--- src/hw/rtl/i2ew_pkg.sv ---
package i2ew_pkg;

   localparam int VALUE_W       = 31;
   localparam int DIGIT_W       = 4;
   localparam int NUM_DIGITS    = 10;
   localparam int BCD_W         = NUM_DIGITS * DIGIT_W;
   localparam int BITS_PER_STEP = 2;
   localparam int STEPS         = (VALUE_W + BITS_PER_STEP - 1) / BITS_PER_STEP;
   localparam int SHIFT_W       = STEPS * BITS_PER_STEP;
   localparam int STEP_CNT_W    = $clog2(STEPS);
   localparam int WORD_W        = 5;
   localparam int NUM_GROUPS    = 4;
   localparam int SLOTS_PER_GRP = 5;
   localparam int NUM_SLOTS     = NUM_GROUPS * SLOTS_PER_GRP;
   localparam int QUEUE_DEPTH   = 2;

   typedef logic [WORD_W-1:0]  word_type;
   typedef logic [DIGIT_W-1:0] digit_type;
   typedef logic [BCD_W-1:0]   bcd_type;

   // token codes
   localparam word_type TOK_ZERO      = 5'd0;
   localparam word_type TOK_TEN       = 5'd10;
   localparam word_type TOK_TENS_BASE = 5'd18;
   localparam word_type TOK_HUNDRED   = 5'd28;
   localparam word_type TOK_THOUSAND  = 5'd29;
   localparam word_type TOK_MILLION   = 5'd30;
   localparam word_type TOK_BILLION   = 5'd31;

   // slot order inside a group
   localparam int SLOT_HDIGIT  = 0;
   localparam int SLOT_HUNDRED = 1;
   localparam int SLOT_TENS    = 2;
   localparam int SLOT_UNITS   = 3;
   localparam int SLOT_SCALE   = 4;

   typedef struct packed {
      logic    valid;
      bcd_type digits;
   } push_type;

   typedef struct packed {
      logic    full;
      logic    valid;
      bcd_type digits;
   } head_type;

endpackage

--- src/hw/rtl/i2ew_front.sv ---
module i2ew_front (
   input  logic                       clock,
   input  logic                       reset,
   input  logic                       req_tvalid,
   output logic                       req_tready,
   input  logic [i2ew_pkg::VALUE_W-1:0] req_value,
   input  logic                       q_full,
   output i2ew_pkg::push_type         push
);

   logic                                busy_ff, busy_in;
   logic [i2ew_pkg::STEP_CNT_W-1:0]     cnt_ff, cnt_in;
   logic [i2ew_pkg::SHIFT_W-1:0]        shreg_ff, shreg_in;
   i2ew_pkg::bcd_type                   bcd_ff, bcd_in;
   i2ew_pkg::bcd_type                   bcd_next;
   logic                                final_step;
   logic                                advance;
   logic                                accept;

   // one double-dabble step: add 3 to any digit of 5 or more, then shift in a bit
   function automatic i2ew_pkg::bcd_type dabble(input i2ew_pkg::bcd_type b, input logic bit_in);
      i2ew_pkg::bcd_type adj;
      adj = b;
      for (int i = 0; i < i2ew_pkg::NUM_DIGITS; i++) begin
         if (b[i*i2ew_pkg::DIGIT_W +: i2ew_pkg::DIGIT_W] >= i2ew_pkg::DIGIT_W'(5)) begin
            adj[i*i2ew_pkg::DIGIT_W +: i2ew_pkg::DIGIT_W] =
               b[i*i2ew_pkg::DIGIT_W +: i2ew_pkg::DIGIT_W] + i2ew_pkg::DIGIT_W'(3);
         end
      end
      return {adj[i2ew_pkg::BCD_W-2:0], bit_in};
   endfunction

   always_comb begin
      bcd_next = bcd_ff;
      for (int k = 0; k < i2ew_pkg::BITS_PER_STEP; k++) begin
         bcd_next = dabble(bcd_next, shreg_ff[i2ew_pkg::SHIFT_W-1-k]);
      end
   end

   assign final_step = busy_ff && (cnt_ff == i2ew_pkg::STEP_CNT_W'(i2ew_pkg::STEPS - 1));
   // stall on the last step until the queue has room
   assign advance    = busy_ff && (!final_step || !q_full);
   assign req_tready = !busy_ff || (final_step && !q_full);
   assign accept     = req_tvalid && req_tready;

   assign push.valid  = final_step && !q_full;
   assign push.digits = bcd_next;

   always_comb begin
      busy_in  = busy_ff;
      cnt_in   = cnt_ff;
      shreg_in = shreg_ff;
      bcd_in   = bcd_ff;
      if (advance) begin
         cnt_in   = cnt_ff + 1'b1;
         shreg_in = shreg_ff << i2ew_pkg::BITS_PER_STEP;
         bcd_in   = bcd_next;
         if (final_step) begin
            busy_in = 1'b0;
         end
      end
      if (accept) begin
         busy_in  = 1'b1;
         cnt_in   = '0;
         shreg_in = i2ew_pkg::SHIFT_W'(req_value);
         bcd_in   = '0;
      end
   end

   always_ff @(posedge clock) begin
      if (reset) begin
         busy_ff <= 1'b0;
         cnt_ff  <= '0;
      end else begin
         busy_ff <= busy_in;
         cnt_ff  <= cnt_in;
      end
      shreg_ff <= shreg_in;
      bcd_ff   <= bcd_in;
   end

endmodule

--- src/hw/rtl/i2ew_queue.sv ---
module i2ew_queue #(
   parameter int DEPTH = i2ew_pkg::QUEUE_DEPTH
) (
   input  logic               clock,
   input  logic               reset,
   input  i2ew_pkg::push_type push,
   input  logic               pop,
   output i2ew_pkg::head_type head
);

   localparam int PTR_W = (DEPTH > 1) ? $clog2(DEPTH) : 1;
   localparam int CNT_W = $clog2(DEPTH + 1);

   i2ew_pkg::bcd_type  mem_ff [DEPTH];
   logic [PTR_W-1:0]   wr_ptr_ff, wr_ptr_in;
   logic [PTR_W-1:0]   rd_ptr_ff, rd_ptr_in;
   logic [CNT_W-1:0]   count_ff, count_in;
   logic               do_push, do_pop;

   assign head.full   = (count_ff == CNT_W'(DEPTH));
   assign head.valid  = (count_ff != '0);
   assign head.digits = mem_ff[rd_ptr_ff];

   assign do_push = push.valid && !head.full;
   assign do_pop  = pop && head.valid;

   always_comb begin
      wr_ptr_in = wr_ptr_ff;
      rd_ptr_in = rd_ptr_ff;
      count_in  = count_ff;
      if (do_push) begin
         wr_ptr_in = (wr_ptr_ff == PTR_W'(DEPTH - 1)) ? '0 : wr_ptr_ff + 1'b1;
      end
      if (do_pop) begin
         rd_ptr_in = (rd_ptr_ff == PTR_W'(DEPTH - 1)) ? '0 : rd_ptr_ff + 1'b1;
      end
      if (do_push && !do_pop) begin
         count_in = count_ff + 1'b1;
      end else if (do_pop && !do_push) begin
         count_in = count_ff - 1'b1;
      end
   end

   always_ff @(posedge clock) begin
      if (reset) begin
         wr_ptr_ff <= '0;
         rd_ptr_ff <= '0;
         count_ff  <= '0;
      end else begin
         wr_ptr_ff <= wr_ptr_in;
         rd_ptr_ff <= rd_ptr_in;
         count_ff  <= count_in;
      end
   end

   always_ff @(posedge clock) begin
      if (do_push) begin
         mem_ff[wr_ptr_ff] <= push.digits;
      end
   end

endmodule

--- src/hw/rtl/i2ew_back.sv ---
module i2ew_back (
   input  logic               clock,
   input  logic               reset,
   input  i2ew_pkg::head_type head,
   output logic               pop,
   output logic               rsp_tvalid,
   input  logic               rsp_tready,
   output i2ew_pkg::word_type rsp_word,
   output logic               rsp_last
);

   localparam int NG = i2ew_pkg::NUM_GROUPS;
   localparam int SG = i2ew_pkg::SLOTS_PER_GRP;
   localparam int NS = i2ew_pkg::NUM_SLOTS;
   localparam int DW = i2ew_pkg::DIGIT_W;

   logic                   active_ff, active_in;
   logic [NS-1:0]          mask_ff, mask_in;
   i2ew_pkg::word_type     tok_ff [NS];
   i2ew_pkg::word_type     tok_in [NS];
   logic                   vld_ff, vld_in;
   i2ew_pkg::word_type     word_ff, word_in;
   logic                   last_ff, last_in;

   logic [NS-1:0]          load_mask;
   i2ew_pkg::word_type     load_tok [NS];
   i2ew_pkg::digit_type    gh [NG];
   i2ew_pkg::digit_type    gt [NG];
   i2ew_pkg::digit_type    gu [NG];
   logic                   all_zero;

   logic [NS-1:0]          sel;
   logic [NS-1:0]          rest;
   i2ew_pkg::word_type     sel_tok;
   logic                   emit;
   logic                   load;

   function automatic i2ew_pkg::word_type scale_tok(input int g);
      i2ew_pkg::word_type t;
      unique case (g)
         0:       t = i2ew_pkg::TOK_BILLION;
         1:       t = i2ew_pkg::TOK_MILLION;
         2:       t = i2ew_pkg::TOK_THOUSAND;
         default: t = i2ew_pkg::TOK_ZERO;
      endcase
      return t;
   endfunction

   // groups in spoken order: billions (one digit), millions, thousands, units
   always_comb begin
      gh[0] = '0;
      gt[0] = '0;
      gu[0] = head.digits[9*DW +: DW];
      for (int g = 1; g < NG; g++) begin
         gh[g] = head.digits[(11-3*g)*DW +: DW];
         gt[g] = head.digits[(10-3*g)*DW +: DW];
         gu[g] = head.digits[(9-3*g)*DW +: DW];
      end
   end

   assign all_zero = (head.digits == '0);

   always_comb begin
      logic nz;
      logic tens_word;
      for (int g = 0; g < NG; g++) begin
         nz        = (gh[g] != '0) || (gt[g] != '0) || (gu[g] != '0);
         tens_word = (gt[g] >= DW'(2));
         load_mask[g*SG + i2ew_pkg::SLOT_HDIGIT]  = (gh[g] != '0);
         load_mask[g*SG + i2ew_pkg::SLOT_HUNDRED] = (gh[g] != '0);
         load_mask[g*SG + i2ew_pkg::SLOT_TENS]    = tens_word;
         load_mask[g*SG + i2ew_pkg::SLOT_UNITS]   = tens_word ? (gu[g] != '0)
                                                    : ((gt[g] != '0) || (gu[g] != '0));
         load_mask[g*SG + i2ew_pkg::SLOT_SCALE]   = nz && (g != NG - 1);
         load_tok[g*SG + i2ew_pkg::SLOT_HDIGIT]   = i2ew_pkg::WORD_W'(gh[g]);
         load_tok[g*SG + i2ew_pkg::SLOT_HUNDRED]  = i2ew_pkg::TOK_HUNDRED;
         load_tok[g*SG + i2ew_pkg::SLOT_TENS]     = i2ew_pkg::TOK_TENS_BASE
                                                    + i2ew_pkg::WORD_W'(gt[g]);
         // teens: tens digit is 0 or 1 here
         load_tok[g*SG + i2ew_pkg::SLOT_UNITS]    = tens_word ? i2ew_pkg::WORD_W'(gu[g])
                                                    : i2ew_pkg::WORD_W'(gu[g])
                                                      + (gt[g][0] ? i2ew_pkg::TOK_TEN
                                                                  : i2ew_pkg::TOK_ZERO);
         load_tok[g*SG + i2ew_pkg::SLOT_SCALE]    = scale_tok(g);
      end
      // a value of zero speaks as the single word Zero
      if (all_zero) begin
         load_mask[(NG-1)*SG + i2ew_pkg::SLOT_UNITS] = 1'b1;
      end
   end

   // lowest pending slot goes next
   always_comb begin
      sel     = '0;
      sel_tok = i2ew_pkg::TOK_ZERO;
      for (int i = NS - 1; i >= 0; i--) begin
         if (mask_ff[i]) begin
            sel     = NS'(1) << i;
            sel_tok = tok_ff[i];
         end
      end
   end

   assign rest = mask_ff & ~sel;
   assign emit = active_ff && (!vld_ff || rsp_tready);
   assign load = head.valid && (!active_ff || (emit && (rest == '0)));
   assign pop  = load;

   always_comb begin
      active_in = active_ff;
      mask_in   = mask_ff;
      tok_in    = tok_ff;
      vld_in    = vld_ff;
      word_in   = word_ff;
      last_in   = last_ff;
      if (emit) begin
         mask_in = rest;
         vld_in  = 1'b1;
         word_in = sel_tok;
         last_in = (rest == '0);
         if (rest == '0) begin
            active_in = 1'b0;
         end
      end else if (rsp_tready) begin
         vld_in = 1'b0;
      end
      if (load) begin
         active_in = 1'b1;
         mask_in   = load_mask;
         tok_in    = load_tok;
      end
   end

   always_ff @(posedge clock) begin
      if (reset) begin
         active_ff <= 1'b0;
         mask_ff   <= '0;
         vld_ff    <= 1'b0;
      end else begin
         active_ff <= active_in;
         mask_ff   <= mask_in;
         vld_ff    <= vld_in;
      end
      tok_ff  <= tok_in;
      word_ff <= word_in;
      last_ff <= last_in;
   end

   assign rsp_tvalid = vld_ff;
   assign rsp_word   = word_ff;
   assign rsp_last   = last_ff;

endmodule

--- src/hw/rtl/integer_to_english_word_tokens.sv ---
// channel | dir | handshake          | payload
// req     | in  | req_tvalid/tready  | tdata[30:0] value
// rsp     | out | rsp_tvalid/tready  | tdata[4:0] word, tlast = last token of a value
//
// Front end converts each value to decimal, two bits per cycle unless held on its last
// step by a full queue, and the next item is taken in the cycle the previous one enters
// the queue. Back end sends one token per cycle while rsp_tready allows, 1 to 16 tokens
// per item, and loads the next item from the queue as the last token of one goes out.
// Synchronous active-high reset clears control only; no clearing pass.
// A stalled rsp side fills the queue, then stalls the converter and req_tready.
module integer_to_english_word_tokens #(
   parameter int QUEUE_DEPTH = i2ew_pkg::QUEUE_DEPTH
) (
   input  logic        clock,
   input  logic        reset,
   input  logic        req_tvalid,
   output logic        req_tready,
   input  logic [31:0] req_tdata,   // [30:0] value, [31] zero pad
   output logic        rsp_tvalid,
   input  logic        rsp_tready,
   output logic [7:0]  rsp_tdata,   // [4:0] word, [7:5] zero pad
   output logic        rsp_tlast
);

   i2ew_pkg::push_type push;
   i2ew_pkg::head_type head;
   logic               pop;
   i2ew_pkg::word_type rsp_word;

   i2ew_front u_front (
      .clock      (clock),
      .reset      (reset),
      .req_tvalid (req_tvalid),
      .req_tready (req_tready),
      .req_value  (req_tdata[i2ew_pkg::VALUE_W-1:0]),
      .q_full     (head.full),
      .push       (push)
   );

   i2ew_queue #(
      .DEPTH (QUEUE_DEPTH)
   ) u_queue (
      .clock (clock),
      .reset (reset),
      .push  (push),
      .pop   (pop),
      .head  (head)
   );

   i2ew_back u_back (
      .clock      (clock),
      .reset      (reset),
      .head       (head),
      .pop        (pop),
      .rsp_tvalid (rsp_tvalid),
      .rsp_tready (rsp_tready),
      .rsp_word   (rsp_word),
      .rsp_last   (rsp_tlast)
   );

   assign rsp_tdata = {3'b000, rsp_word};

   a_push_not_full: assert property (@(posedge clock) disable iff (reset)
      push.valid |-> !head.full)
      else $error("converter pushed into a full queue");

   a_pop_not_empty: assert property (@(posedge clock) disable iff (reset)
      pop |-> head.valid)
      else $error("token sequencer popped an empty queue");

   // a stalled token stays put until taken
   a_rsp_hold: assert property (@(posedge clock) disable iff (reset)
      (rsp_tvalid && !rsp_tready) |=>
         (rsp_tvalid && $stable(rsp_tdata) && $stable(rsp_tlast)))
      else $error("result item changed while stalled");

endmodule
--- config.mk ---
export PLATFORM = sky130hd
export DESIGN_NAME = integer_to_english_word_tokens
export DESIGN_NICKNAME = d
export VERILOG_FILES = /design/src/hw/rtl/i2ew_pkg.sv /design/src/hw/rtl/i2ew_front.sv /design/src/hw/rtl/i2ew_queue.sv /design/src/hw/rtl/i2ew_back.sv /design/src/hw/rtl/integer_to_english_word_tokens.sv
export SDC_FILE = /design/constraint.sdc
export NUM_CORES = 1
export LEC_CHECK = 0
export ABC_AREA = 1
export CORE_MARGIN = 2
export CORE_UTILIZATION = 48
export DETAILED_ROUTE_END_ITERATION = 6
export DONT_BUFFER_PORTS = 1
export PLACE_DENSITY = 0.63
export SYNTH_ARGS = -nofsm -noshare
export SYNTH_HDL_FRONTEND = slang
export SYNTH_HIERARCHICAL = 1
export SYNTH_SLANG_ARGS = --single-unit
--- constraint.sdc ---
create_clock -name clock -period 4.5 [get_ports clock]
set_clock_uncertainty 0.1 [all_clocks]
set_input_delay 0.45 -clock clock [delete_from_list [all_inputs] [get_ports clock]]
set_output_delay 0.45 -clock clock [all_outputs]
set_load 0.005 [all_outputs]
# ---- Yosys cells after proc, flatten, opt, wreduce, memory -nomap -nowiden
# Memory sizes are Yosys's and may differ from the RTL's. A register that Yosys moved wholly into a read port is not among the register bits.
# Index checks and enable logic that the tools add are counted.
# Widths: inputs -> output; s select.
dict set report classes {
  n_addsub 31
  muxes 88
  n_eq_ne 2
  reduce_logical 54
  bitwise 2
  order_cmp 23
}
# cell n
set op_table {}
lappend op_table {{$mux 20} 20}
lappend op_table {{$mux 4} 24}
lappend op_table {{$mux 5} 18}
lappend op_table {{$ge 4x3->1 const B} 20}
lappend op_table {{$add 4x2->4 const B} 18}
lappend op_table {{$mux 31} 2}
lappend op_table {{$logic_not 40->1} 1}
lappend op_table {{$reduce_bool 4->1} 10}
lappend op_table {{$mux 19} 2}
lappend op_table {{$and 20x20->20} 1}
lappend op_table {{$logic_not 20->1} 1}
lappend op_table {{$not 20->20} 1}
lappend op_table {{$mux 1} 18}
lappend op_table {{$add 4x4->5} 3}
lappend op_table {{$add 5x4->5 const A} 3}
lappend op_table {{$reduce_bool 2->1} 7}
lappend op_table {{$ge 4x2->1 const B} 3}
lappend op_table {{$logic_and 1x1->1} 11}
lappend op_table {{$logic_or 1x1->1} 11}
lappend op_table {{$logic_not 1->1} 7}
lappend op_table {{$add 3x2->3 const B} 2}
lappend op_table {{$mux 3} 2}
lappend op_table {{$reduce_or 2->1} 3}
lappend op_table {{$add 4x1->4 const B} 1}
lappend op_table {{other kinds (8)} 11}
dict set report totals {
  ramBits 80
  mem_count 1
  reg_bits 155
  inputBits 36
}
# memory depth width read_ports rd_clocked_by_memory_dff write_ports line
set memory_table {}
lappend memory_table {u_queue.mem_ff 2 40 1 1 1 i2ew_queue.sv:14} ;# i2ew_pkg::bcd_type mem_ff [DEPTH];

# ---- Depth between registers and ports, before layout
dict set report depth {
  word_depth 30
  ltp_mapped 20
}

# ---- By module
# The synthesis kept the hierarchy.
# mod seq_area_each_um2 instances cells_per_inst area_per_inst_um2
set modules_own_cells {}
lappend modules_own_cells {i2ew_front 1851.8 1 756 4894.7}
lappend modules_own_cells {i2ew_back 1941.9 1 434 3784.9}
lappend modules_own_cells {i2ew_queue 2502.4 1 161 3141.8}
lappend modules_own_cells {integer_to_english_word_tokens 0.0 1 4 26.3}

# ---- Least setup slack after synthesis
# Ideal clock, no wire load.
dict set report synth_timing {
  path_kind {register to register}
  start {reg u_front/cnt_ff[0] in the netlist's numbering}
  end {mem u_queue/mem_ff[1][0] in the netlist's numbering, enable pin}
  setup_time_ns 0.437
  path_buffers 0
  required_ns 3.963
  t_arrival_ns 2.627
  slack_ns 1.336
  path_stages_with_launch 8
  path_cell_list {dfxtp_1 ha_1 nand2_1 nor2_2 nand2_1 nor2_1 o21ai_2 nor2_1}
}
# item line
set synth_rtl {}
lappend synth_rtl {{from (decl)} i2ew_front.sv:12} ;# logic [i2ew_pkg::STEP_CNT_W-1:0] cnt_ff, cnt_in;
lappend synth_rtl {{from (signal assigned)} i2ew_front.sv:76} ;# cnt_ff <= cnt_in;
lappend synth_rtl {{to (decl)} i2ew_queue.sv:14}

# ---- Worst setup path after layout
dict set report layout_timing {
  start {reg u_back.mask_ff[3]}
  end {reg u_queue.count_ff[1]}
}
dict set report layout_via {
  elab_chain_cells 14
  elab_cells_between_ends 16
}
# item line
set layout_lines {}
lappend layout_lines {{from (decl)} i2ew_back.sv:18} ;# logic [NS-1:0] mask_ff, mask_in;
lappend layout_lines {{from (signal assigned)} i2ew_back.sv:141} ;# mask_ff <= mask_in;
lappend layout_lines {{$mux 20 (4 in series)} i2ew_back.sv:97} ;# if (mask_ff[i]) begin
lappend layout_lines {{$not 20->20} i2ew_back.sv:104} ;# assign rest = mask_ff & ~sel;
lappend layout_lines {{$and 20x20->20 *} i2ew_back.sv:104}
lappend layout_lines {{$logic_not 20->1 *} i2ew_back.sv:106} ;# assign load = head.valid && (!active_ff || (emit && (rest == '0)));
lappend layout_lines {{$logic_and 1x1->1 *} i2ew_back.sv:106}
lappend layout_lines {{$logic_or 1x1->1 *} i2ew_back.sv:106}
lappend layout_lines {{$logic_and 1x1->1 *} i2ew_back.sv:106}
lappend layout_lines {{named net pop} integer_to_english_word_tokens.sv:27} ;# logic pop;
lappend layout_lines {{$logic_and 1x1->1 *} i2ew_queue.sv:25} ;# assign do_pop = pop && head.valid;
lappend layout_lines {{$logic_not 1->1} i2ew_queue.sv:37} ;# if (do_push && !do_pop) begin
lappend layout_lines {{$logic_and 1x1->1} i2ew_queue.sv:37}
lappend layout_lines {{$mux 2 / $reduce_bool 2->1 (equally long branches)} --}
lappend layout_lines {{to (signal assigned)} i2ew_queue.sv:52} ;# count_ff <= count_in;
lappend layout_lines {{to (decl)} i2ew_queue.sv:17} ;# logic [CNT_W-1:0] count_ff, count_in;
# Mark *: on every way through the listed nets, which the timed path passes. The rest lies on a longest branch.
# A chain may end at the register's enable or synchronous reset.

==> flow_metrics.env <==
export IMPL_hold_start="req_tdata[25]"
export IMPL_antenna_diode_count=0
export IMPL_sequentialPowerShare=0.503
export IMPL_critPathArrivalTime_ps=3460
export IMPL_run_status="finished, final reports clean"
export IMPL_grt_use_total=0.181
export IMPL_timing_max_slew_rel_slack=0.342
export IMPL_gp_congestion=0.836
export IMPL_synth_yosys_warnings=6
export IMPL_min_period_over_period=0.687
export IMPL_asyncSetResetFlopFracSynth=0
export IMPL_dpl_instance_area_um2=12100
export IMPL_timing_hold_violations_final=0
export IMPL_design_power_total_mw=4.79
export IMPL_setup_viol=0
export IMPL_start_util=0.489
export IMPL_critical_path_n_buffers_inverters=4
export IMPL_clkSinkCount=233
export IMPL_wire_length_per_cell_after_detailed_routing_um=13.3
export IMPL_clock_power_share=0.420
export IMPL_cts_repair_timing_setup_buffer_count=0
export IMPL_io_buffer_count=0
export IMPL_final_hold_worst_slack_ps=13.3
export IMPL_post_route_worst_setup_slack_ps=1410
export IMPL_pwr_density_cell_nw_per_um2=364
export IMPL_synthDistinctLibCells=41
export IMPL_final_common_cell="nand2_1"
export IMPL_internal_power_of_the_cells_mw=3.69
export IMPL_synth_seq_cells=233
export IMPL_drt_total_wl_mm=23.0
export IMPL_die_width_um=161
export IMPL_coreArea_um2=24200
export IMPL_sequential_fraction_of_the_synthesis_area=0.531
export IMPL_cts_tree="done"
export IMPL_cts_htree_levels=1
export IMPL_grt_setup_unrepaired="false"
export IMPL_num_rows=57
export IMPL_die_h_um=161
export IMPL_drt_first_pass_iters=5
export IMPL_maximum_buffer_depth_of_the_clock_tree=3
export IMPL_worst_hold_path_type="in2reg"
export IMPL_worstHoldPathCells=2
export IMPL_timing_worst_setup_path_type="reg2reg"
export IMPL_dpl_cell_count=1657
export IMPL_syn_mean_instance_area_um2=8.74
export IMPL_io_pin_count=47
export IMPL_worst_slew_pin_transition_ps=984
export IMPL_vias_per_std_cell=5.02
export IMPL_crit_path_leading_delay_family="simple AND/OR/NAND/NOR gates"
export IMPL_final_cells=1729
export IMPL_timing_critical_path_slowest_cell_delay_ps=360
export IMPL_power_leakage_nw=5.69
export IMPL_dp_hpwl_mm=15.8
export IMPL_num_vias=8677
export IMPL_grt_overflow_total=0
export IMPL_pwr_share_comb=0.077
export IMPL_clk_latency_ps=530
export IMPL_grt_max_degree=41
export IMPL_synthesis_instances=1355
export IMPL_cts_root_buf="clkbuf_16"
export IMPL_drt_first_iter_violations=539
export IMPL_slowest_stage_cell_cp="dfxtp_1"
export IMPL_crit_path_end_kind="register"
export IMPL_reg_to_reg_end="u_queue/count_ff[1]"
export IMPL_antenna_found_initial=1
export IMPL_r2r_setup_slack_ps=1410
export IMPL_switchingPower_mw=1.10
export IMPL_layout_cells_sized_above_1=0.0826
export IMPL_postSynth_topFlopCell="edfxtp_1"
export IMPL_final_util=0.543
export IMPL_final_instance_area_um2=13200
export IMPL_path_cells="nor2_4 -> nand2_2 -> inv_2 -> nand2_1 -> o21ai_1 -> nand3_1 -> nor2_1 -> nand3_1 -> nand2_2 -> nand2_2 -> inv_2 -> nand2_1 -> ha_1 -> inv_1 -> nand3_1 -> nand2_1 -> inv_1 -> nor2_1"
export IMPL_crit_path_start_kind="register"
export IMPL_antenna_left=0
export IMPL_final_fill_count=2186
export IMPL_switching_share=0.230
export IMPL_die_area_um2=26000
export IMPL_cp_required_ps=4870
export IMPL_rr_startpoint="u_back/mask_ff[3]"
export IMPL_first_global_vias=8305
export IMPL_synthToLayoutAreaGrowth_pct=11.2
export IMPL_cts_buffers_inserted=27
export IMPL_post_route_min_period_ps=3090
export IMPL_maxCapViolCount=0
export IMPL_grt_pass1_wl_mm=39.2
export IMPL_fin_tns_setup_ps=0
export IMPL_final_nets=1456
export IMPL_dpl_worst_slack_ps=1450
export IMPL_synthesis_area_um2=11800
export IMPL_timing_critical_path_fanout_max=12
export IMPL_clkSlewWorstSetupHoldPaths_ps=50
export IMPL_final_number_of_max_transition_violations=0
export IMPL_worst_hold_path_endpoint="u_front/shreg_ff[25]"
export IMPL_vdd_ir_drop_worst_mv=0.371
export IMPL_reg2reg_depth=18
export IMPL_synth_edff_count=163
export IMPL_mostFrequentLayoutCells="470 x nand2_1, 163 x edfxtp_1, 155 x inv_1, 101 x nand3_1, 85 x nor2_1"
export IMPL_fmax_ghz=0.324
export IMPL_drc=0
repair_timing:
item | 4_1_cts | 5_1_grt
gates resized for setup | 0 | 0
setup endpoints to repair | 0 | 0
endpoints found under the hold margin | 25 | 0
hold buffers | 22 | 0
cell usage after synthesis, types with 5 or more instances:
master	instances	area, um2
o211ai_1	16	120
inv_2	6	22.5
ha_1	36	450
xor2_1	8	70.1
a21oi_1	38	190
a21boi_0	6	45.0
o21ai_1	9	45.0
clkbuf_1	11	41.3
o21ai_0	55	275
or2_2	5	31.3
mux2_2	40	450
buf_6	11	124
nand2_2	5	31.3
nand3_1	101	505
buf_4	5	37.5
o21a_1	6	45.0
nand2_1	470	1760
edfxtp_1	163	4890
inv_1	155	582
buf_2	5	25.0
dfxtp_1	70	1400
nor2_1	87	327
cell families after synthesis:
logic type      count (synthesis)  share of synthesized area
xor+xnor                       12                    0.00887
other cells                     1                   0.000317
flops                         233                      0.531
fa+ha+maj                      36                     0.0380
buf+inv                       193                     0.0702
mux                            40                     0.0380
simple gates                  700                      0.246
compound gates                140                     0.0672
registers in the layout (all words and copies together) (netlist names), named ones only:
signal	flops
u_back/rsp_last	1
u_back/rsp_tvalid	1
u_back/mask_ff	17
u_queue/count_ff	2
u_queue/mem_ff	80
u_queue/rd_ptr_ff	1
u_front/bcd_ff	40
u_front/busy_ff	1
u_back/active_ff	1
u_front/shreg_ff	32
u_back/tok_ff	46
u_back/rsp_word	5
u_queue/wr_ptr_ff	1
u_front/cnt_ff	4
power by group through the flow:
stage / combinational (mW) / sequential (mW) / clock, mW
final: 0.368 / 2.41 / 2.01
after detailed placement: 0.351 / 2.46 / 0
after global routing: 0.433 / 2.42 / 2.14
after floorplan: 0.287 / 2.45 / 0
after global placement: 0.339 / 2.46 / 0
after CTS: 0.368 / 2.41 / 2.07
area by class of cell:
class | instances | area [um2] | share of cell area
clock inverter | 9 | 71.3 | 0.00541
clock buffer | 41 | 748 | 0.0568
timing repair buffer | 30 | 305 | 0.0232
inverter | 161 | 604 | 0.0459
tap | 324 | 405 | 0.0308
multi-input combinational | 931 | 4740 | 0.360
sequential | 233 | 6300 | 0.478
per-layer routing:
metal  routed length [um]  track usage
met2                 9980        0.285
met5                    0            0
met4                  552       0.0515
met1                11400        0.264
met3                 1080       0.0229
worst max path at each step:
stage                           end  depth (start not counted)               from  slack, ps
6_report        u_queue/count_ff[1]                         18  u_back/mask_ff[3]       1410
5_1_grt         u_queue/count_ff[1]                         18  u_back/mask_ff[3]       1090
4_1_cts         u_queue/count_ff[1]                         18  u_back/mask_ff[3]       1430
3_5_place_dp    u_queue/count_ff[1]                         18  u_back/mask_ff[3]       1450
3_3_place_gp    u_queue/count_ff[1]                         18  u_back/mask_ff[3]       1460
2_1_floorplan  u_queue/mem_ff[1][0]                          7  u_front/cnt_ff[0]       1340
No activity file was read; power rests on OpenSTA's default activity.
